### config.mk
export PLATFORM = sky130hd
export DESIGN_NAME = two_class_queue_with_aging
export DESIGN_NICKNAME = d
export VERILOG_FILES = /design/src/rtl/tcqa_pkg.sv /design/src/rtl/tcqa_ctrl.sv /design/src/rtl/tcqa_dpath.sv /design/src/rtl/two_class_queue_with_aging.sv
export SDC_FILE = /design/constraint.sdc
export NUM_CORES = 1
export LEC_CHECK = 0
export ABC_AREA = 1
export BUFFER_PORTS_ARGS = -buffer_cell sky130_fd_sc_hd__buf_2
export CAP_MARGIN = 10
export CORE_ASPECT_RATIO = 0.75
export CORE_UTILIZATION = 57
export CTS_CLUSTER_DIAMETER = 200
export DETAILED_ROUTE_END_ITERATION = 12
export PLACE_DENSITY = 0.76
export RECOVER_POWER = 50
export SLEW_MARGIN = 20
export SYNTH_ARGS = -nofsm -noshare
export SYNTH_HDL_FRONTEND = slang
export SYNTH_SLANG_ARGS = --single-unit
### constraint.sdc
create_clock -name i_clk -period 4.9 [get_ports i_clk]
set_input_delay 0.245 -clock i_clk [delete_from_list [all_inputs] [get_ports i_clk]]
set_output_delay 0.245 -clock i_clk [all_outputs]
set_load 0.1 [all_outputs]
### src/rtl/tcqa_pkg.sv
// Shared types, codes and constants of the two-class job queue.
package tcqa_pkg;

    localparam int QUEUE_DEPTH_DEF = 16;
    localparam int TAG_WIDTH_DEF   = 16;

    localparam int REQ_W      = 2;
    localparam int ID_W       = 16;
    localparam int ST_W       = 3;
    localparam int AGE_W      = 16;
    localparam int RUN_W      = 8;
    localparam int STAMP_W    = 32;
    localparam int CFG_IDX_W  = 2;
    localparam int CFG_DATA_W = 16;

    localparam logic [AGE_W-1:0] AGE_LIMIT_RST = AGE_W'(5);
    localparam logic [RUN_W-1:0] RUN_LIMIT_RST = RUN_W'(8);

    localparam logic [CFG_IDX_W-1:0] CFG_AGE_LIMIT = CFG_IDX_W'(0);
    localparam logic [CFG_IDX_W-1:0] CFG_RUN_LIMIT = CFG_IDX_W'(1);

    localparam logic [REQ_W-1:0] REQ_ENQUEUE = REQ_W'(0);
    localparam logic [REQ_W-1:0] REQ_DEQUEUE = REQ_W'(1);

    typedef enum logic [ST_W-1:0] {
        ST_ENQUEUED  = 3'd0,
        ST_DELIVERED = 3'd1,
        ST_EMPTY     = 3'd2,
        ST_FULL      = 3'd3,
        ST_TICK      = 3'd4
    } t_status;

    typedef enum logic [1:0] {
        S_IDLE  = 2'd0,
        S_SCAN  = 2'd1,
        S_SHIFT = 2'd2
    } t_state;

    typedef struct packed {
        logic do_enqueue;
        logic do_full;
        logic do_empty;
        logic do_tick;
        logic scan_start;
        logic scan_step;
        logic pick;
        logic shift_step;
    } t_cmd;

    typedef struct packed {
        logic [REQ_W-1:0] req_type;
        logic             empty;
        logic             full;
        logic             scan_done;
        logic             shift_done;
    } t_sts;

endpackage

### src/rtl/tcqa_ctrl.sv
// Controller state machine of the two-class job queue.
module tcqa_ctrl
    import tcqa_pkg::*;
(
    input  logic i_clk,
    input  logic i_rst_n,
    input  logic start,
    output logic busy,
    input  t_sts i_sts,
    output t_cmd o_cmd
);

    t_state r_state;
    t_state n_state;

    always_ff @(posedge i_clk) begin
        if (!i_rst_n) begin
            r_state <= S_IDLE;
        end else begin
            r_state <= n_state;
        end
    end

    always_comb begin
        n_state = r_state;
        case (r_state)
            S_IDLE: begin
                if (start && i_sts.req_type == REQ_DEQUEUE && !i_sts.empty) begin
                    n_state = S_SCAN;
                end
            end
            S_SCAN: begin
                if (i_sts.scan_done) begin
                    n_state = S_SHIFT;
                end
            end
            S_SHIFT: begin
                if (i_sts.shift_done) begin
                    n_state = S_IDLE;
                end
            end
            default: n_state = S_IDLE;
        endcase
    end

    always_comb begin
        o_cmd = '0;
        busy  = 1'b1;
        case (r_state)
            S_IDLE: begin
                busy = 1'b0;
                if (start) begin
                    case (i_sts.req_type)
                        REQ_ENQUEUE: begin
                            o_cmd.do_full    = i_sts.full;
                            o_cmd.do_enqueue = !i_sts.full;
                        end
                        REQ_DEQUEUE: begin
                            o_cmd.do_empty   = i_sts.empty;
                            o_cmd.scan_start = !i_sts.empty;
                        end
                        default: o_cmd.do_tick = 1'b1;
                    endcase
                end
            end
            S_SCAN: begin
                o_cmd.scan_step = 1'b1;
                o_cmd.pick      = i_sts.scan_done;
            end
            S_SHIFT: begin
                o_cmd.shift_step = 1'b1;
            end
            default: busy = 1'b1;
        endcase
    end

endmodule

### src/rtl/tcqa_dpath.sv
// Datapath of the two-class job queue: entry memory, scan, pick and gap closing.
module tcqa_dpath
    import tcqa_pkg::*;
#(
    parameter int QUEUE_DEPTH = QUEUE_DEPTH_DEF,
    parameter int TAG_WIDTH   = TAG_WIDTH_DEF
) (
    input  logic                  i_clk,
    input  logic                  i_rst_n,
    input  logic [REQ_W-1:0]      i_req_type,
    input  logic [ID_W-1:0]       i_job_id,
    input  logic                  i_job_priority,
    input  logic                  i_job_is_stop,
    input  logic                  i_cfg_valid,
    input  logic [CFG_IDX_W-1:0]  i_cfg_index,
    input  logic [CFG_DATA_W-1:0] i_cfg_data,
    input  t_cmd                  i_cmd,
    output t_sts                  o_sts,
    output logic                  o_result_valid,
    output logic [ST_W-1:0]       o_status,
    output logic [ID_W-1:0]       o_out_job_id,
    output logic                  o_out_priority,
    output logic                  o_out_is_stop
);

    localparam int AW = $clog2(QUEUE_DEPTH);
    localparam int CW = $clog2(QUEUE_DEPTH + 1);
    localparam int EW = STAMP_W + 2 + TAG_WIDTH;

    // entry word: {stamp, stop, class, tag}
    logic [EW-1:0] r_mem [QUEUE_DEPTH];
    logic [EW-1:0] r_rd_data;
    logic          r_rd_vld;
    logic [CW-1:0] r_rd_idx;
    logic [CW-1:0] r_ptr;

    logic [CW-1:0]      r_fill;
    logic [STAMP_W-1:0] r_now;
    logic [RUN_W-1:0]   r_run;
    logic [AGE_W-1:0]   r_age_limit;
    logic [RUN_W-1:0]   r_run_limit;

    logic                 r_head_stop;
    logic [TAG_WIDTH-1:0] r_head_tag;
    logic                 r_head_class;
    logic                 r_free_found;
    logic [AW-1:0]        r_free_pos;
    logic [TAG_WIDTH-1:0] r_free_tag;
    logic                 r_free_stop;
    logic [STAMP_W-1:0]   r_free_stamp;
    logic                 r_prem_found;
    logic [AW-1:0]        r_prem_pos;
    logic [TAG_WIDTH-1:0] r_prem_tag;
    logic                 r_prem_stop;

    logic                 r_out_valid;
    t_status              r_out_status;
    logic [TAG_WIDTH-1:0] r_out_tag;
    logic                 r_out_class;
    logic                 r_out_stop;

    logic                 rd_en;
    logic                 wr_en;
    logic [AW-1:0]        wr_addr;
    logic [EW-1:0]        wr_data;
    logic [31:0]          id_ext;
    logic [31:0]          tag_ext;
    logic [TAG_WIDTH-1:0] in_tag;
    logic [TAG_WIDTH-1:0] rd_tag;
    logic                 rd_class;
    logic                 rd_stop;
    logic [STAMP_W-1:0]   rd_stamp;
    logic [STAMP_W-1:0]   wait_ticks;
    logic                 age_ok;
    logic [AW-1:0]        pick_pos;
    logic [TAG_WIDTH-1:0] pick_tag;
    logic                 pick_class;
    logic                 pick_stop;
    logic [RUN_W-1:0]     pick_run;

    assign id_ext   = 32'(i_job_id);
    assign in_tag   = id_ext[TAG_WIDTH-1:0];
    assign rd_tag   = r_rd_data[TAG_WIDTH-1:0];
    assign rd_class = r_rd_data[TAG_WIDTH];
    assign rd_stop  = r_rd_data[TAG_WIDTH+1];
    assign rd_stamp = r_rd_data[EW-1:TAG_WIDTH+2];
    assign tag_ext  = 32'(r_out_tag);

    assign o_sts.req_type   = i_req_type;
    assign o_sts.empty      = (r_fill == '0);
    assign o_sts.full       = (r_fill == CW'(QUEUE_DEPTH));
    assign o_sts.scan_done  = (r_ptr >= r_fill) && !r_rd_vld;
    assign o_sts.shift_done = (r_ptr > r_fill) && !r_rd_vld;

    assign rd_en = (i_cmd.scan_step && (r_ptr < r_fill)) ||
                   (i_cmd.shift_step && (r_ptr <= r_fill));

    always_comb begin
        wr_en   = 1'b0;
        wr_addr = r_fill[AW-1:0];
        wr_data = {r_now, i_job_is_stop, i_job_priority, in_tag};
        if (i_cmd.do_enqueue) begin
            wr_en = 1'b1;
        end else if (i_cmd.shift_step && r_rd_vld) begin
            wr_en   = 1'b1;
            wr_addr = AW'(r_rd_idx - CW'(1));
            wr_data = r_rd_data;
        end
    end

    // pick the entry to deliver once the scan has seen every entry
    assign wait_ticks = r_now - r_free_stamp;
    assign age_ok     = r_free_found && (wait_ticks >= STAMP_W'(r_age_limit));

    always_comb begin
        pick_pos   = '0;
        pick_tag   = r_head_tag;
        pick_class = r_head_class;
        pick_stop  = r_head_stop;
        pick_run   = r_run;
        if (r_head_stop) begin
            pick_run = r_run;
        end else if (age_ok) begin
            pick_pos   = r_free_pos;
            pick_tag   = r_free_tag;
            pick_class = 1'b0;
            pick_stop  = r_free_stop;
        end else if ((r_run < r_run_limit) && r_prem_found) begin
            pick_pos   = r_prem_pos;
            pick_tag   = r_prem_tag;
            pick_class = 1'b1;
            pick_stop  = r_prem_stop;
            pick_run   = r_run + RUN_W'(1);
        end else begin
            pick_run = '0;
            if (r_free_found) begin
                pick_pos   = r_free_pos;
                pick_tag   = r_free_tag;
                pick_class = 1'b0;
                pick_stop  = r_free_stop;
            end
        end
    end

    always_ff @(posedge i_clk) begin
        if (wr_en) begin
            r_mem[wr_addr] <= wr_data;
        end
        if (rd_en) begin
            r_rd_data <= r_mem[r_ptr[AW-1:0]];
        end
    end

    always_ff @(posedge i_clk) begin
        if (!i_rst_n) begin
            r_rd_vld    <= 1'b0;
            r_ptr       <= '0;
            r_fill      <= '0;
            r_now       <= '0;
            r_run       <= '0;
            r_age_limit <= AGE_LIMIT_RST;
            r_run_limit <= RUN_LIMIT_RST;
            r_out_valid <= 1'b0;
        end else begin
            r_rd_vld    <= rd_en;
            r_out_valid <= i_cmd.do_enqueue | i_cmd.do_full | i_cmd.do_empty |
                           i_cmd.do_tick | i_cmd.pick;
            if (i_cfg_valid) begin
                case (i_cfg_index)
                    CFG_AGE_LIMIT: r_age_limit <= i_cfg_data[AGE_W-1:0];
                    CFG_RUN_LIMIT: r_run_limit <= i_cfg_data[RUN_W-1:0];
                    default: ;
                endcase
            end
            if (i_cmd.do_enqueue) begin
                r_fill <= r_fill + CW'(1);
            end
            if (i_cmd.do_tick) begin
                r_now <= r_now + STAMP_W'(1);
            end
            if (i_cmd.scan_start) begin
                r_ptr <= '0;
            end else if (i_cmd.pick) begin
                r_ptr  <= CW'(pick_pos) + CW'(1);
                r_fill <= r_fill - CW'(1);
                r_run  <= pick_run;
            end else if (rd_en) begin
                r_ptr <= r_ptr + CW'(1);
            end
        end
    end

    always_ff @(posedge i_clk) begin
        if (rd_en) begin
            r_rd_idx <= r_ptr;
        end
        if (i_cmd.scan_start) begin
            r_free_found <= 1'b0;
            r_prem_found <= 1'b0;
        end else if (i_cmd.scan_step && r_rd_vld) begin
            if (r_rd_idx == '0) begin
                r_head_tag   <= rd_tag;
                r_head_class <= rd_class;
                r_head_stop  <= rd_stop;
            end
            if (!r_free_found && !rd_class) begin
                r_free_found <= 1'b1;
                r_free_pos   <= r_rd_idx[AW-1:0];
                r_free_tag   <= rd_tag;
                r_free_stop  <= rd_stop;
                r_free_stamp <= rd_stamp;
            end
            if (!r_prem_found && rd_class) begin
                r_prem_found <= 1'b1;
                r_prem_pos   <= r_rd_idx[AW-1:0];
                r_prem_tag   <= rd_tag;
                r_prem_stop  <= rd_stop;
            end
        end
        // result payload: zero fields unless an entry is delivered
        r_out_tag   <= '0;
        r_out_class <= 1'b0;
        r_out_stop  <= 1'b0;
        if (i_cmd.do_enqueue) begin
            r_out_status <= ST_ENQUEUED;
        end else if (i_cmd.do_full) begin
            r_out_status <= ST_FULL;
        end else if (i_cmd.do_empty) begin
            r_out_status <= ST_EMPTY;
        end else if (i_cmd.do_tick) begin
            r_out_status <= ST_TICK;
        end else if (i_cmd.pick) begin
            r_out_status <= ST_DELIVERED;
            r_out_tag    <= pick_tag;
            r_out_class  <= pick_class;
            r_out_stop   <= pick_stop;
        end
    end

    assign o_result_valid = r_out_valid;
    assign o_status       = r_out_status;
    assign o_out_job_id   = tag_ext[ID_W-1:0];
    assign o_out_priority = r_out_class;
    assign o_out_is_stop  = r_out_stop;

endmodule

### src/rtl/two_class_queue_with_aging.sv
// Top level of the two-class job queue with aging and a premium burst limit.
//
// A request beat is taken at a rising edge with start high and busy low, and
// every request gives exactly one result beat: o_result_valid is high for one
// cycle, the cycle after the request ends. The receiver cannot stall, so take
// each result in the cycle it is shown. Enqueue, tick, empty dequeue and full
// drop keep busy low: a new request may follow in the next cycle. A dequeue
// on a non-empty queue keeps busy high while it scans every entry and then
// closes the gap behind the removed one: the entry memory has one read and one
// write port, so the class scan reads one entry a cycle and closing the gap
// moves one entry a cycle. The result beat of a dequeue appears as the gap
// closing begins. Configuration beats (index 0 age limit, index 1 premium run
// limit; other indexes are ignored) are always accepted; write them only while
// the block is idle.
module two_class_queue_with_aging
    import tcqa_pkg::*;
#(
    parameter int QUEUE_DEPTH = QUEUE_DEPTH_DEF,
    parameter int TAG_WIDTH   = TAG_WIDTH_DEF
) (
    input  logic                  i_clk,
    input  logic                  i_rst_n,
    // request channel
    input  logic                  start,
    output logic                  busy,
    input  logic [REQ_W-1:0]      i_req_type,
    input  logic [ID_W-1:0]       i_job_id,
    input  logic                  i_job_priority,
    input  logic                  i_job_is_stop,
    // result channel
    output logic                  o_result_valid,
    output logic [ST_W-1:0]       o_status,
    output logic [ID_W-1:0]       o_out_job_id,
    output logic                  o_out_priority,
    output logic                  o_out_is_stop,
    // configuration channel
    input  logic                  i_cfg_valid,
    output logic                  o_cfg_ready,
    input  logic [CFG_IDX_W-1:0]  i_cfg_index,
    input  logic [CFG_DATA_W-1:0] i_cfg_data
);

    t_cmd cmd;
    t_sts sts;

    // registers take a beat in any cycle
    assign o_cfg_ready = 1'b1;

    // sequence each request: decode, scan, pick, close the gap
    tcqa_ctrl u_ctrl (
        .i_clk   (i_clk),
        .i_rst_n (i_rst_n),
        .start   (start),
        .busy    (busy),
        .i_sts   (sts),
        .o_cmd   (cmd)
    );

    // hold entries, time, run count and limits; drive the result beat
    tcqa_dpath #(
        .QUEUE_DEPTH (QUEUE_DEPTH),
        .TAG_WIDTH   (TAG_WIDTH)
    ) u_dpath (
        .i_clk          (i_clk),
        .i_rst_n        (i_rst_n),
        .i_req_type     (i_req_type),
        .i_job_id       (i_job_id),
        .i_job_priority (i_job_priority),
        .i_job_is_stop  (i_job_is_stop),
        .i_cfg_valid    (i_cfg_valid & o_cfg_ready),
        .i_cfg_index    (i_cfg_index),
        .i_cfg_data     (i_cfg_data),
        .i_cmd          (cmd),
        .o_sts          (sts),
        .o_result_valid (o_result_valid),
        .o_status       (o_status),
        .o_out_job_id   (o_out_job_id),
        .o_out_priority (o_out_priority),
        .o_out_is_stop  (o_out_is_stop)
    );

endmodule

=== After elaboration in Yosys (flattened, before gate mapping) ===
Memories as Yosys holds them, arrays and structs flattened. A register that Yosys moved wholly into a read port is not among the register bits.
Cells that the tools add are included.

* Add/subtract/negate cells: 8
* Magnitude comparators: 6
* Eq/ne operators: 8
* Multiplexer cells: 47
* Bitwise operators: 9
* Reductions and logical operators: 40

{| class="wikitable"
|+ Operators by type and width
! kind !! count
|-
| $mux 50 || 2
|-
| $mux 16 || 4
|-
| $mux 5 || 7
|-
| $add 32x1->32 const B || 1
|-
| $ge 32x16->1 || 1
|-
| $sub 32x32->32 || 1
|-
| $mux 4 || 6
|-
| $mux 1 || 17
|-
| $mux 2 || 7
|-
| $logic_and 1x1->1 || 12
|-
| $reduce_and 3->1 || 4
|-
| $add 5x1->5 const B || 2
|-
| $logic_not 5->1 || 2
|-
| $add 8x1->8 const B || 1
|-
| $lt 8x8->1 || 1
|-
| $mux 8 || 1
|-
| $reduce_and 2->1 || 4
|-
| $eq 2x1->1 const B || 3
|-
| $logic_not 1->1 || 6
|-
| $logic_not 2->1 || 3
|-
| $mux 3 || 2
|-
| $pmux 2 s3 || 1
|-
| $add 4x1->5 const B || 1
|-
| $eq 5x5->1 const B || 1
|-
| 18 further kinds || 28
|}

* Flip-flop bits (word level): 198
* Memory bits (writable): 800
* Output and inout port bits: 24
* Logic and storage cells: 146
* Memories kept: 1

{| class="wikitable"
|+ Memory list
! memory !! depth !! bits a word !! read ports !! clocked after memory_dff !! write ports !! RTL line !! RTL
|-
| u_dpath.r_mem || 16 || 50 || 1 || 1 || 1 || tcqa_dpath.sv:31 || <nowiki>logic [EW-1:0] r_mem [QUEUE_DEPTH];</nowiki>
|}

=== Longest topological paths before layout ===
Gate-level depths: netlist of run 1.

* Depth in word-level cells: 9
* Depth in mapped cells: 32
* Depth with buffers taken out: 32

=== Hierarchy ===
Synthesis of run 1 repeated with hierarchy kept, for this count alone.

* Cells, all modules: 3,715
* Area total of the unflattened synthesis: 44,481.4 um^2

{| class="wikitable"
|+ Modules (own cells, without submodules)
! module !! instances !! cells each !! area an instance (um^2) !! sequential area each (um^2)
|-
| tcqa_dpath || 1 || 3,683 || 44,312.5 || 30,419.2
|-
| tcqa_ctrl || 1 || 30 || 157.7 || 40.0
|-
| two_class_queue_with_aging || 1 || 2 || 11.3 || 0.0
|}

=== Worst setup path before layout of run 1 ===
Ideal clock, no wire load.

* Kind: reg2reg
* From: register u_dpath.r_free_found
* To: register u_dpath.r_free_pos[0], enable pin
* Arrival time: 4.612 ns
* Slack: -0.243 ns
* Cell stages (with the launch flop): 5
* Period minus slack after synthesis: 5.143 ns
* Cells stage by stage: dfxtp_1 -> buf_2 -> buf_1 -> clkbuf_1 -> nor3_1

* Cells in the longest elaborated chain, start to end: 3

{| class="wikitable"
|+ RTL lines
! item !! RTL line !! RTL
|-
| start, declared || tcqa_dpath.sv:46 || <nowiki>logic r_free_found;</nowiki>
|-
| start signal, assigned || tcqa_dpath.sv:198 || <nowiki>r_free_found <= 1'b0;</nowiki>
|-
| start signal, assigned || tcqa_dpath.sv:207 || <nowiki>r_free_found <= 1'b1;</nowiki>
|-
| $logic_not 1->1 || tcqa_dpath.sv:206 || <nowiki>if (!r_free_found && !rd_class) begin</nowiki>
|-
| $logic_and 1x1->1 || tcqa_dpath.sv:206 ||
|-
| $reduce_and 3->1 (no source line) || n/a ||
|-
| end signal, assigned || tcqa_dpath.sv:208 || <nowiki>r_free_pos <= r_rd_idx[AW-1:0];</nowiki>
|-
| end, declared || tcqa_dpath.sv:47 || <nowiki>logic [AW-1:0] r_free_pos;</nowiki>
|}

Every way passes these cells.
A chain may end at the register's enable or synchronous reset.

=== Worst setup path in the final report of run 1 ===
* From: register u_dpath.r_ptr[3]
* To: register u_dpath.r_rd_data[8] (read register of u_dpath.r_mem), data pin

* Cells in the longest elaborated chain, start to end: 3

{| class="wikitable"
|+ RTL lines
! item !! RTL line !! RTL
|-
| start, declared || tcqa_dpath.sv:35 || <nowiki>logic [CW-1:0] r_ptr;</nowiki>
|-
| start signal, assigned || tcqa_dpath.sv:184 || <nowiki>r_ptr <= CW'(pick_pos) + CW'(1);</nowiki>
|-
| start signal, assigned || tcqa_dpath.sv:188 || <nowiki>r_ptr <= r_ptr + CW'(1);</nowiki>
|-
| $lt 5x5->1 / $le 5x5->1 (equally long branches) || tcqa_dpath.sv:95, tcqa_dpath.sv:96 ||
|-
| $logic_and 1x1->1 (on tied branches) || tcqa_dpath.sv:95, tcqa_dpath.sv:96 ||
|-
| $logic_or 1x1->1 || tcqa_dpath.sv:95 || <nowiki>assign rd_en = (i_cmd.scan_step && (r_ptr < r_fill)) ||</nowiki>
|-
| end, declared || tcqa_dpath.sv:32 || <nowiki>logic [EW-1:0] r_rd_data;</nowiki>
|}

Parallel ways exist; a longest one is shown, timed or not.

==> results.txt, run 1 <==
----------------------------------------------------
[Min path]
  Min-delay worst type ... input port to flop
  Worst hold path startpoint ... i_cfg_index[0]

[Synthesis]
  Most frequent cell after synthesis ... sky130_fd_sc_hd__edfxtp_1
  Number of different library cells in the post-synthesis netlist ... 55
  Sequential share of the synthesized area ... 0.6858
  Proportion of synthesized flip-flops having asynchronous set or reset ... 0
  Total of flip-flops plus latches after synthesis ... about 1000
  Mean post-synth cell area ... ~12 um2
  Number of enable-type register cells in the synthesized netlist ... around 950
  Post-Synthesis Cells ... approximately 3700
  Most area-consuming cells after synthesis ... sky130_fd_sc_hd__edfxtp_1, sky130_fd_sc_hd__dfxtp_1, sky130_fd_sc_hd__nand2_1
  Yosys top cell by area ... sky130_fd_sc_hd__edfxtp_1
  Most used flip-flop cell after synthesis ... sky130_fd_sc_hd__edfxtp_1
  Net count of the mapped netlist ... about 3800
  Area share of the leading cell type in the synthesized netlist ... 0.6403
  Netlist Area Pre-Place ... roughly 44000 um2
  Top cells by count, synth ... sky130_fd_sc_hd__edfxtp_1, sky130_fd_sc_hd__nand2_1, sky130_fd_sc_hd__nor2_1
  Number of synthesis warnings ... 0

[Setup path]
  Type of origin of the critical path ... flop
  Crit path capture type ... flop
  Origin of the worst setup path ... u_dpath.r_ptr[3]$_SDFFE_PP0P_
  Data required time at the worst endpoint ... 5.41 ns
  Classification of the worst setup path ... flop to flop
  Critical path fanouts, max ... 37
  Start of the worst register-to-register path ... u_dpath.r_ptr[3]$_SDFFE_PP0P_
  Worst path arrival time ... just over 5 ns

[Place]
  Post-place instance area ... ~46000 um2
  Final estimated routing congestion in global placement ... 0.9608
  Cell total after placement ... ~4700
  Detailed Place HPWL ... between 60000 and 70000 um
  Worst Setup Slack post-DPL ... between 0.4 and 0.5 ns
  # port buffers ... 64

[Timing]
  Final hold violation count ... 0
  Headroom to the max-slew limit ... -1.266
  PnR worst setup slack ... roughly 0.31 ns
  Max-slew violation total from the final report ... 412
  Total Neg Setup Slack ... 0 ns
  Shortest period the worst path allows ... about 4.6 ns
  Setup repair after global routing missed its margin ... no
  Final setup violation count ... 0
  Transition time at the pin with the least slew margin ... 3.399 ns
  Portion of the clock cycle consumed by the worst path in the final layout ... 0.9360
  Worst Clk Skew ... between 0.04 and 0.05 ns
  Maximum frequency from static timing analysis ... 218.0 MHz

[CTS]
  Clock transition at path regs ... around 0.06 ns
  Inserted Clock Buffers ... 94
  Library cell used as clock root buffer ... sky130_fd_sc_hd__clkbuf_16
  Clk buf depth ... 3
  Total clock sinks ... ~1000
  CTS tree ... done
  H-tree lvl count ... 3
  Cells resized by post-CTS repair ... 0
  Clock Latency Late Sink ... just under 0.7 ns

[Layout]
  Synthesis-to-finish area growth ... 11.46%
  Net count, final ... around 3900
  Final design instance area without fill ... roughly 50000 um2
  Share of cells above drive strength 1 ... 0.08292
  Number of standard cells in the final layout excluding fillers ... 4870
  Count of antenna diodes in the layout ... 0

[Drt]
  Average via count per standard cell ... between 6 and 7
  Pre-antenna DRT Iters ... 6
  Vias post-DR ... roughly 30000
  Detail-routed net length per standard cell ... ~23 um
  Detailed router's first-iteration violation count ... 4048
  Antenna violation net count after detailed routing ... 0
  Final Routed Wirelength ... 111700 um
  Post-route DRC ... 0

[Floorplan]
  Number of primary I/O pins ... 66
  Die span in y ... between 200 and 250 um
  Total die area ... 79050 um2
  Area of the core region ... between 70000 and 80000 um2
  Effective utilization at floorplan ... 0.5771
  Count of standard-cell rows ... 88
  Horizontal die dimension ... roughly 320 um

[Power]
  Maximum resistive drop on vdd ... between 0.3 and 0.4 mV
  Cell Pwr Density ... 363.5 nW/um2
  Leak ... 17.21 nW

[GRT]
  All-Layer GR Usage ... 0.2785
  First-pass GRT wire length ... between 150000 and 200000 um
  Largest net degree at the start of global routing ... ~260
  Vias in the first global route ... 27560
  Number of antenna violations at the first check in global routing ... 3
  Overflow left after global routing ... 0

[Outcome]
  Violated checks ... capacitance limit, slew limit
  Run status ... complete, but fails checks

[Flow run]
  Number of maximum-capacitance violations ... 5

----------------------------------------------------
==> kinds of logic (layout without fill, tap and decap cells) <==
| logic type | count (synthesis) | after routing | share of synthesized area |
|---|---|---|---|
| muxes | 150 | 150 | 0.03398 |
| adders and majority gates | 67 | 67 | 0.01904 |
| AOI/OAI and AO/OA | 702 | 702 | 0.1009 |
| other | 1 | 1 | 0.00008444 |
| and+or+nand+nor | 1197 | 1197 | 0.1129 |
| DFF | 1048 | 1048 | 0.6858 |
| xor gates and xnor gates | 27 | 27 | 0.005325 |
| buffers and inverters | 494 | 643 | 0.04198 |
==> layer usage <==
metal	GRT usage	up-vias	wire length, um
met2	0.4103	1668	48960
met3	0.06212	179	13690
met1	0.4199	14340	46780
met4	0.07025	0	2308
li1	-	13440	-
met5	0	-	0
==> what timing repair did <==
item / 4_1_cts / 5_1_grt
hold endpoints to repair: 29 / 0
hold buffers: 24 / 0
setup buffers: 0 / 0
==> final cells by class <==
type	instances	area [um2]
inverter	303	1145
multi-input combinational	2144	12190
timing repair buffer	169	1201
tap	1035	1295
sequential	1048	30470
clock buffer	112	2524
fill	5514	27460
clock inverter	59	678.2
==> cells in the final DEF, fill, tap and decap left out, types with 4 or more instances in the layout <==
master	synthesis	layout
sky130_fd_sc_hd__edfxtp_1	947	947
sky130_fd_sc_hd__clkinvlp_4	0	7
sky130_fd_sc_hd__a21oi_1	88	88
sky130_fd_sc_hd__dfxtp_1	101	98
sky130_fd_sc_hd__clkbuf_1	159	71
sky130_fd_sc_hd__nor4_1	9	9
sky130_fd_sc_hd__nand3_1	108	109
sky130_fd_sc_hd__o221ai_1	141	141
sky130_fd_sc_hd__a31oi_1	13	13
sky130_fd_sc_hd__buf_4	1	27
sky130_fd_sc_hd__nand2_1	534	534
sky130_fd_sc_hd__inv_1	287	286
sky130_fd_sc_hd__mux2i_1	144	144
sky130_fd_sc_hd__clkinv_2	0	21
sky130_fd_sc_hd__buf_12	0	16
sky130_fd_sc_hd__clkbuf_8	0	4
sky130_fd_sc_hd__o32ai_1	55	55
sky130_fd_sc_hd__clkinv_1	3	13
sky130_fd_sc_hd__mux2_2	6	6
sky130_fd_sc_hd__nor3_1	30	31
sky130_fd_sc_hd__nand2_2	11	10
sky130_fd_sc_hd__nor2_4	6	21
sky130_fd_sc_hd__inv_2	13	13
sky130_fd_sc_hd__ha_1	66	66
sky130_fd_sc_hd__a211oi_1	4	4
sky130_fd_sc_hd__nand3_2	5	5
sky130_fd_sc_hd__xor2_1	24	24
sky130_fd_sc_hd__buf_2	5	40
sky130_fd_sc_hd__o211ai_1	65	65
sky130_fd_sc_hd__bufinv_16	0	12
sky130_fd_sc_hd__o21a_1	5	5
sky130_fd_sc_hd__dlygate4sd3_1	0	24
sky130_fd_sc_hd__o21ai_0	318	318
sky130_fd_sc_hd__clkbuf_16	0	97
sky130_fd_sc_hd__nor2_2	15	13
sky130_fd_sc_hd__o22ai_1	4	4
sky130_fd_sc_hd__nor2_1	439	426
sky130_fd_sc_hd__nand4_1	19	19
==> through the flow <==
stage / utilization / power [mW] / hold WS (ns)
floorplan: - / 10.35 / 0.3582
global placement: 0.6016 / 10.53 / 0.4301
detailed placement: 0.6016 / 10.55 / 0.4347
CTS: 0.6463 / 18.06 / 0.02880
global route: 0.6432 / 18.45 / 0.09724
finish: 0.6432 / 18.00 / 0.07396
==> worst paths after layout <==
path / end / slack, ns / cells after the start
worst min register to register: u_dpath.r_free_stamp[26]$_DFFE_PP_ / 0.45 / 0
worst max register to register: u_dpath.r_rd_data[8]$_DFFE_PP_ / 0.31 / 3
worst max-delay path: u_dpath.r_rd_data[8]$_DFFE_PP_ / 0.31 / 3
worst min-delay path: u_dpath.r_run_limit[0]$_SDFFE_PN0P_ / 0.07 / 5
==> sequential cells by signal, summed over array words and instances (netlist names), 32 cells and up <==
register	count
u_dpath.r_rd_data	50
u_dpath.r_now	32
u_dpath.r_mem	800
u_dpath.r_free_stamp	32
==> critical path, cell delays in order (launching register included) <==
cell                       delay [ns]
sky130_fd_sc_hd__dfxtp_1         1.24
sky130_fd_sc_hd__clkbuf_1        2.36
sky130_fd_sc_hd__o221ai_1        0.58
sky130_fd_sc_hd__nand2_1         0.22
==> power breakdown <==
group	switching [mW]	internal (mW)	total [mW]	leakage [nW]
combinational	0.441	0.190	0.631	6.01
sequential	0.0390	9.71	9.75	9.64
clock	3.28	4.34	7.62	1.56
total	3.76	14.2	18.0	17.2
Note: power is estimated with default switching activity, not from simulation.
==> run 2: changes to the inputs <==
- CELL_PAD_IN_SITES_DETAIL_PLACEMENT: default -> 2
- CELL_PAD_IN_SITES_GLOBAL_PLACEMENT: default -> 2
- CORE_UTILIZATION: 57 -> 40
- PLACE_DENSITY: 0.76 -> default
- PLACE_DENSITY_LB_ADDON: default -> 0.1
==> run 2 against run 1 <==
Compared with the run above: the run still ends with capacitance limit, slew limit left; register-to-register slack worse by 0.30 ns; die area up 42%; setup slack got worse by 0.30 ns; global-route usage down 1.4 points; clock power increased by 9.2%; sequential cell count did not move; highest routed layer is now met5.
==> results.txt, run 2 (synthesis results as in run 1) <==
----------------------------------------------------
[Drt]
  Pre-antenna DRT Iters ... 6 (unchanged)
  Post-route DRC ... 0 (unchanged)
  Total met3 wirelength after detailed routing ... 7521 um (was 13690 um)
  Detail-routed net length per standard cell ... 28.23 um (was 22.94 um)
  Routed length on met1 ... 67970 um (was 46780 um)
  Wire length on met2 ... 70940 um (was 48960 um)
  Top routing layer in use ... met5 (was met4)
  Final Routed Wirelength ... 150300 um (was 111700 um)
  Antenna violation net count after detailed routing ... 0 (unchanged)
  Vias post-DR ... 30740 (was 29630)
  Detailed router's first-iteration violation count ... 2239 (was 4048)
  Average via count per standard cell ... 5.773 (was 6.083)

[Floorplan]
  Horizontal die dimension ... 386.8 um (was 324.3 um)
  Number of primary I/O pins ... 66 (unchanged)
  Effective utilization at floorplan ... 0.4049 (was 0.5771)
  Area of the core region ... 109700 um2 (was 76960 um2)
  Die span in y ... 290.6 um (was 243.7 um)
  Total die area ... 112400 um2 (was 79050 um2)
  Count of standard-cell rows ... 105 (was 88)

[Outcome]
  Run status ... complete, but fails checks (unchanged)
  Violated checks ... capacitance limit, slew limit (unchanged)

[Setup path]
  Classification of the worst setup path ... flop to flop (unchanged)
  Critical path fanouts, max ... 28 (was 37)
  Crit path capture type ... flop (unchanged)
  Type of origin of the critical path ... flop (unchanged)
  Data required time at the worst endpoint ... 5.32 ns (was 5.41 ns)
  RR Endpoint ... u_dpath.r_rd_data[24]$_DFFE_PP_ (was u_dpath.r_rd_data[8]$_DFFE_PP_)
  Minimum setup slack among reg-to-reg paths ... 0.01 ns (was 0.31 ns)
  Start of the worst register-to-register path ... u_dpath.r_ptr[3]$_SDFFE_PP0P_ (unchanged)
  Worst path arrival time ... 5.31 ns (was 5.09 ns)
  Number of cells traversed by the worst register-to-register path ... 6 (was 3)

[Layout]
  Largest register FFs ... 800 (unchanged)
  Area of all sequential standard cells ... 30470 um2 (about the same)
  Largest register by flop count ... u_dpath.r_mem (unchanged)
  Post-Route Utilization ... 0.4616 (was 0.6432)
  Multi-input logic area ... 12190 um2 (about the same)
  Largest regs ... u_dpath.r_mem: 800 flops, u_dpath.r_rd_data: 50 flops (unchanged)
  Fillcell total ... 10930 (was 5514)
  Synthesis-to-finish area growth ... 14.02% (was 11.46%)
  Count of antenna diodes in the layout ... 0 (unchanged)
  Most frequent cells in the layout ... sky130_fd_sc_hd__edfxtp_1, sky130_fd_sc_hd__nand2_1, sky130_fd_sc_hd__nor2_1 (unchanged)
  Most frequent standard cell in the layout excluding fill and tap cells ... sky130_fd_sc_hd__edfxtp_1 (unchanged)
  Net count, final ... 3903 (was 3869)
  Share of cells above drive strength 1 ... 0.08943 (was 0.08292)
  Final design instance area without fill ... 50640 um2 (was 49500 um2)

[CTS]
  Library cell used as clock root buffer ... sky130_fd_sc_hd__clkbuf_16 (unchanged)
  Clock transition at path regs ... 0.06 ns (about the same)
  Inserted Clock Buffers ... 107 (was 94)
  Total clock sinks ... 1048 (unchanged)
  H-tree lvl count ... 3 (unchanged)
  CTS tree ... done (unchanged)
  Clock Latency Late Sink ... 0.73 ns (was 0.68 ns)
  Clk buf depth ... 3 (unchanged)

[Timing]
  Total Neg Setup Slack ... 0 ns (unchanged)
  Maximum frequency from static timing analysis ... 204.5 MHz (was 218.0 MHz)
  Final hold violation count ... 0 (unchanged)
  Shortest period the worst path allows ... 4.890 ns (was 4.587 ns)
  Headroom to the max-slew limit ... -1.492 (was -1.266)
  Transition time at the pin with the least slew margin ... 3.737 ns (was 3.399 ns)
  Max-slew violation total from the final report ... 224 (was 412)
  PnR worst setup slack ... 0.009866 ns (was 0.3134 ns)
  Worst Clk Skew ... 0.03493 ns (was 0.04178 ns)
  Setup repair after global routing missed its margin ... no (unchanged)
  Portion of the clock cycle consumed by the worst path in the final layout ... 0.9980 (was 0.9360)
  Final setup violation count ... 0 (unchanged)

[Place]
  # port buffers ... 64 (unchanged)
  Detailed Place HPWL ... 90430 um (was 62100 um)
  Worst Setup Slack post-DPL ... 0.3518 ns (was 0.4843 ns)
  Post-place instance area ... 47170 um2 (was 46300 um2)
  Final estimated routing congestion in global placement ... 0.8240 (was 0.9608)

[Power]
  Cell Pwr Density ... 370.5 nW/um2 (was 363.5 nW/um2)
  Maximum resistive drop on vdd ... 0.3398 mV (was 0.3426 mV)
  Overall power consumption ... 18.76 mW (was 18.00 mW)
  Leak ... 17.50 nW (was 17.21 nW)

[Flow run]
  Number of maximum-capacitance violations ... 6 (was 5)

[GRT]
  Largest net degree at the start of global routing ... 205 (was 256)
  All-Layer GR Usage ... 0.2645 (was 0.2785)
  Vias in the first global route ... 33380 (was 27560)
  Number of antenna violations at the first check in global routing ... 5 (was 3)
  First-pass GRT wire length ... 220800 um (was 166700 um)
  Overflow left after global routing ... 0 (unchanged)

[Min path]
  Worst min-delay path endpoint ... u_dpath.o_status[0]$_SDFFE_PP0P_ (was u_dpath.r_run_limit[0]$_SDFFE_PN0P_)
  Min-delay worst type ... input port to flop (unchanged)
  Hold Crit Depth ... 6 (was 5)
  Worst hold path startpoint ... i_req_type[0] (was i_cfg_index[0])

----------------------------------------------------
## run 2: repair_timing
item / CTS / global route
setup buffers: 0 / 0
resized for setup: 0 / 3
hold endpoints to repair: 27 / 0
endpoints found under the setup margin: 0 / 1
hold buffers: 21 / 0
## run 2: final cells by class
type,instances,share of cell area
Multi-Input combinational cell,2145,0.2407
Inverter,303,0.02261
Timing Repair Buffer,189,0.03037
Tap cell,1444,0.03568
Sequential cell,1048,0.6017
Clock inverter,59,0.01216
Clock buffer,136,0.05688
## run 2: power breakdown
part / switching (mW) / internal, mW
Sequential: 0.0363 / 9.71
Clock: 3.64 / 4.68
Combinational: 0.496 / 0.194
Total: 4.17 / 14.6
## run 2: per-stage QoR
stage | instances | hold slack [ns]
global route | 5324 | 0.1115
floorplan | 3686 | 0.3582
finish | 5324 | 0.07251
CTS | 5323 | 0.02818
detailed placement | 5107 | 0.4366
global placement | 5107 | 0.4426
## run 2: worst max-delay path by stage
stage / start / to / slack (ns) / cells after the start
2_1_floorplan: u_ctrl.r_state[1]$_SDFFE_PN0P_ / u_dpath.r_mem[1][0]$_DFFE_PP_ / 0.43 / 9
3_3_place_gp: u_dpath.r_now[0]$_SDFFE_PN0P_ / u_dpath.r_ptr[4]$_SDFFE_PP0P_ / 0.39 / 29
3_5_place_dp: u_dpath.r_now[0]$_SDFFE_PN0P_ / u_dpath.r_ptr[4]$_SDFFE_PP0P_ / 0.35 / 28
4_1_cts: u_dpath.r_now[0]$_SDFFE_PN0P_ / u_dpath.r_ptr[4]$_SDFFE_PP0P_ / 0.31 / 28
5_1_grt: u_dpath.r_ptr[0]$_SDFFE_PP0P_ / u_dpath.r_rd_data[10]$_DFFE_PP_ / 0.02 / 5
6_report: u_dpath.r_ptr[3]$_SDFFE_PP0P_ / u_dpath.r_rd_data[24]$_DFFE_PP_ / 0.01 / 6
## run 2: metal layers
| layer | GRT usage | up-vias |
|---|---|---|
| met5 | 0 | - |
| met4 | 0.07492 | 4 |
| li1 | - | 13520 |
| met3 | 0.03901 | 233 |
| met2 | 0.4290 | 776 |
| met1 | 0.3695 | 16200 |
## run 2: worst max-delay path, cell delays in order (launching register included)
cell and delay, ns:
sky130_fd_sc_hd__dfxtp_1 0.37, sky130_fd_sc_hd__clkbuf_1 2.03, sky130_fd_sc_hd__clkbuf_2 1.26, sky130_fd_sc_hd__inv_2 0.10
sky130_fd_sc_hd__buf_4 0.39, sky130_fd_sc_hd__o211ai_1 0.19, sky130_fd_sc_hd__nand2_1 0.15
==> run 3: changes to the inputs <==
- CORE_ASPECT_RATIO: 0.75 -> 1.1
==> run 3 against run 2 <==
Compared with the run above: the flow still finishes with violations (capacitance limit, slew limit); critical endpoint is now u_dpath.r_mem[5][47]$_DFFE_PP_; worst hold slack got worse by 0.031 ns; critical path type unchanged; sequential share of layout area rose by 0.24 points; register-to-register slack improved by 0.19 ns; power fell by 0.55%; largest cell class unchanged; non-clock buffer count fell by 11; sequential cell count did not move; cell count fell by 0.56%.
==> results.txt, run 3 (synthesis results as in run 1) <==
----------------------------------------------------
[Power]
  Cell internal pwr ... 14.59 mW (about the same)
  Sw Share ... 0.2184 (was 0.2224)
  Part of the power in combinational logic ... 0.036 (was 0.037)
  Net switching power of the design ... 4.076 mW (was 4.172 mW)
  Overall power consumption ... 18.66 mW (was 18.76 mW)
  Maximum resistive drop on vdd ... 0.3055 mV (was 0.3398 mV)
  Leak ... 17.49 nW (was 17.50 nW)
  Register share of total power ... 0.523 (was 0.520)
  Share of power burned in the clock network ... 0.441 (was 0.444)
  Cell Pwr Density ... 370.0 nW/um2 (was 370.5 nW/um2)

[GRT]
  Largest net degree at the start of global routing ... 174 (was 205)
  Vias in the first global route ... 33820 (was 33380)
  Overflow left after global routing ... 0 (unchanged)
  Number of antenna violations at the first check in global routing ... 4 (was 5)
  All-Layer GR Usage ... 0.2620 (was 0.2645)
  First-pass GRT wire length ... 218100 um (was 220800 um)

[Timing]
  Maximum frequency from static timing analysis ... 213.0 MHz (was 204.5 MHz)
  Total Neg Setup Slack ... 0 ns (unchanged)
  Headroom to the max-slew limit ... -0.8777 (was -1.492)
  Final hold violation count ... 0 (unchanged)
  Worst Clk Skew ... 0.02120 ns (was 0.03493 ns)
  Transition time at the pin with the least slew margin ... 2.817 ns (was 3.737 ns)
  Portion of the clock cycle consumed by the worst path in the final layout ... 0.9582 (was 0.9980)
  Final setup violation count ... 0 (unchanged)
  Shortest period the worst path allows ... 4.695 ns (was 4.890 ns)
  Hold_ws ... 0.04135 ns (was 0.07251 ns)
  Max-slew violation total from the final report ... 282 (was 224)
  Setup repair after global routing missed its margin ... no (unchanged)
  PnR worst setup slack ... 0.2046 ns (was 0.009866 ns)

[Floorplan]
  Count of standard-cell rows ... 127 (was 105)
  Number of primary I/O pins ... 66 (unchanged)
  Effective utilization at floorplan ... 0.4057 (was 0.4049)
  Area of the core region ... 109500 um2 (was 109700 um2)
  Die span in y ... 351.5 um (was 290.6 um)
  Horizontal die dimension ... 319.7 um (was 386.8 um)
  Total die area ... 112400 um2 (about the same)

[CTS]
  Clock Latency Late Sink ... 0.71 ns (was 0.73 ns)
  Library cell used as clock root buffer ... sky130_fd_sc_hd__clkbuf_16 (unchanged)
  Inserted Clock Buffers ... 110 (was 107)
  Clk buf depth ... 3 (unchanged)
  CTS tree ... done (unchanged)
  Buffers inserted by post-CTS timing repair ... 0 (unchanged)
  Total clock sinks ... 1048 (unchanged)
  H-tree lvl count ... 3 (unchanged)
  Clock transition at path regs ... 0.06 ns (about the same)

[Drt]
  Final Routed Wirelength ... 148400 um (was 150300 um)
  Detailed router's first-iteration violation count ... 2036 (was 2239)
  Pre-antenna DRT Iters ... 5 (was 6)
  Vias post-DR ... 30450 (was 30740)
  Antenna violation net count after detailed routing ... 0 (unchanged)
  Detail-routed net length per standard cell ... 28.03 um (was 28.23 um)
  Post-route DRC ... 0 (unchanged)
  Average via count per standard cell ... 5.752 (was 5.773)

[Place]
  Cell total after placement ... 5069 (was 5107)
  # port buffers ... 64 (unchanged)
  Worst Setup Slack post-DPL ... 0.3643 ns (was 0.3518 ns)
  Detailed Place HPWL ... 86730 um (was 90430 um)
  Final estimated routing congestion in global placement ... 0.8544 (was 0.8240)
  Post-place instance area ... 46950 um2 (was 47170 um2)

[Layout]
  Net count, final ... 3895 (was 3903)
  Largest regs ... u_dpath.r_mem: 800 flops, u_dpath.r_rd_data: 50 flops (unchanged)
  Share of cells above drive strength 1 ... 0.09009 (was 0.08943)
  Most frequent standard cell in the layout excluding fill and tap cells ... sky130_fd_sc_hd__edfxtp_1 (unchanged)
  Number of standard cells in the final layout excluding fillers ... 5294 (was 5324)
  Largest register by flop count ... u_dpath.r_mem (unchanged)
  Fillcell total ... 10790 (was 10930)
  Post-Route Utilization ... 0.4607 (was 0.4616)
  Synthesis-to-finish area growth ... 13.57% (was 14.02%)
  Final design instance area without fill ... 50440 um2 (was 50640 um2)
  Most frequent cells in the layout ... sky130_fd_sc_hd__edfxtp_1, sky130_fd_sc_hd__nand2_1, sky130_fd_sc_hd__nor2_1 (unchanged)
  Largest register FFs ... 800 (unchanged)

[Outcome]
  Run status ... complete, but fails checks (unchanged)
  Violated checks ... capacitance limit, slew limit (unchanged)

[Setup path]
  Data required time at the worst endpoint ... 5.28 ns (was 5.32 ns)
  Crit-path max cell delay ... 1.51 ns (was 2.03 ns)
  RR Endpoint ... u_dpath.r_mem[5][47]$_DFFE_PP_ (was u_dpath.r_rd_data[24]$_DFFE_PP_)
  Crit path capture type ... flop (unchanged)
  Critical path fanouts, max ... 61 (was 28)
  Cell repeated most along the worst path ... sky130_fd_sc_hd__clkbuf_2
  Type of origin of the critical path ... flop (unchanged)
  Origin of the worst setup path ... u_ctrl.r_state[1]$_SDFFE_PN0P_ (was u_dpath.r_ptr[3]$_SDFFE_PP0P_)
  Minimum setup slack among reg-to-reg paths ... 0.20 ns (was 0.01 ns)
  Critical path cell sequence ... inv_1, nor3_1, clkbuf_1, clkbuf_2, o21ai_0, clkbuf_2 (was clkbuf_1, clkbuf_2, inv_2, buf_4, o211ai_1, nand2_1)
  Worst path arrival time ... 5.08 ns (was 5.31 ns)
  Start of the worst register-to-register path ... u_ctrl.r_state[1]$_SDFFE_PN0P_ (was u_dpath.r_ptr[3]$_SDFFE_PP0P_)
  Number of cells traversed by the worst register-to-register path ... 6 (unchanged)
  Standard cell with the maximum stage delay on the critical path ... sky130_fd_sc_hd__clkbuf_1 (unchanged)
  Classification of the worst setup path ... flop to flop (unchanged)

[Min path]
  Min-delay worst type ... input port to flop (unchanged)
  Worst min-delay path endpoint ... u_dpath.o_status[0]$_SDFFE_PP0P_ (unchanged)
  Worst hold path startpoint ... i_req_type[1] (was i_req_type[0])
  Hold Crit Depth ... 6 (unchanged)

[Flow run]
  Number of maximum-capacitance violations ... 5 (was 6)

----------------------------------------------------
==> run 3: changes by cell type in the layout (fill, tap and decap cells not counted), moves of 2 or more <==
cell and change:
sky130_fd_sc_hd__buf_12 -8, sky130_fd_sc_hd__buf_4 -6, sky130_fd_sc_hd__clkbuf_1 -16, sky130_fd_sc_hd__clkbuf_16 +3, sky130_fd_sc_hd__clkbuf_2 +28, sky130_fd_sc_hd__clkbuf_8 -7
sky130_fd_sc_hd__clkinv_1 +8, sky130_fd_sc_hd__clkinv_16 -2, sky130_fd_sc_hd__clkinv_2 -7, sky130_fd_sc_hd__clkinv_8 +2, sky130_fd_sc_hd__clkinvlp_4 -4, sky130_fd_sc_hd__dlygate4sd3_1 +2
sky130_fd_sc_hd__ha_1 -2, sky130_fd_sc_hd__ha_2 +2
==> run 3: worst max path at each step <==
stage / to / slack [ns] / cells past startpoint
floorplan: u_dpath.r_mem[1][0]$_DFFE_PP_ / 0.43 / 9
global placement: u_dpath.r_ptr[4]$_SDFFE_PP0P_ / 0.48 / 29
detailed placement: u_dpath.r_ptr[4]$_SDFFE_PP0P_ / 0.36 / 28
CTS: u_dpath.r_ptr[4]$_SDFFE_PP0P_ / 0.33 / 28
global route: u_dpath.r_ptr[4]$_SDFFE_PP0P_ / 0.006 / 28
finish: u_dpath.r_mem[5][47]$_DFFE_PP_ / 0.20 / 6
==> run 3: timing repair <==
item	CTS	global route
resized for setup	0	4
hold buffers	23	0
hold endpoints to repair	27	0
endpoints found under the setup margin	0	1
==> run 3: power by group through the flow <==
stage                     combinational [mW]  clock (mW)  sequential (mW)
after floorplan                        0.393           0             9.96
after global placement                 0.616           0             9.93
after detailed placement               0.658           0             9.94
after CTS                              0.683        8.40             9.75
after global routing                   0.735        8.68             9.75
final                                  0.676        8.23             9.75
==> run 3: worst max-delay path, delay by kind of cell, from the launching register on <==
family,cells,cell delay [ns]
AOI/OAI and AO/OA,1,0.39
buffers and inverters,4,3.22
DFF,1,0.43
and+or+nand+nor,1,0.27
==> run 3: routing by layer <==
metal  track usage  vias to the layer above  share of wire
met2        0.4616                      739           0.50
met5             0                        -              0
met3       0.03704                      188          0.050
met4       0.07369                        0          0.021
li1              -                    13510              -
met1        0.3363                    16020           0.43
==> run 3: final cells by class <==
cell class | instances | area (um2) | share of cell area
Antenna cell | 1 | 2.502 | 0.00004961
Clock buffer | 143 | 2897 | 0.05742
Clock inverter | 57 | 561.8 | 0.01114
Inverter | 303 | 1147 | 0.02275
Multi-Input combinational cell | 2145 | 12190 | 0.2417
Sequential cell | 1048 | 30470 | 0.6041
Tap cell | 1419 | 1775 | 0.03520
Timing Repair Buffer | 178 | 1395 | 0.02766
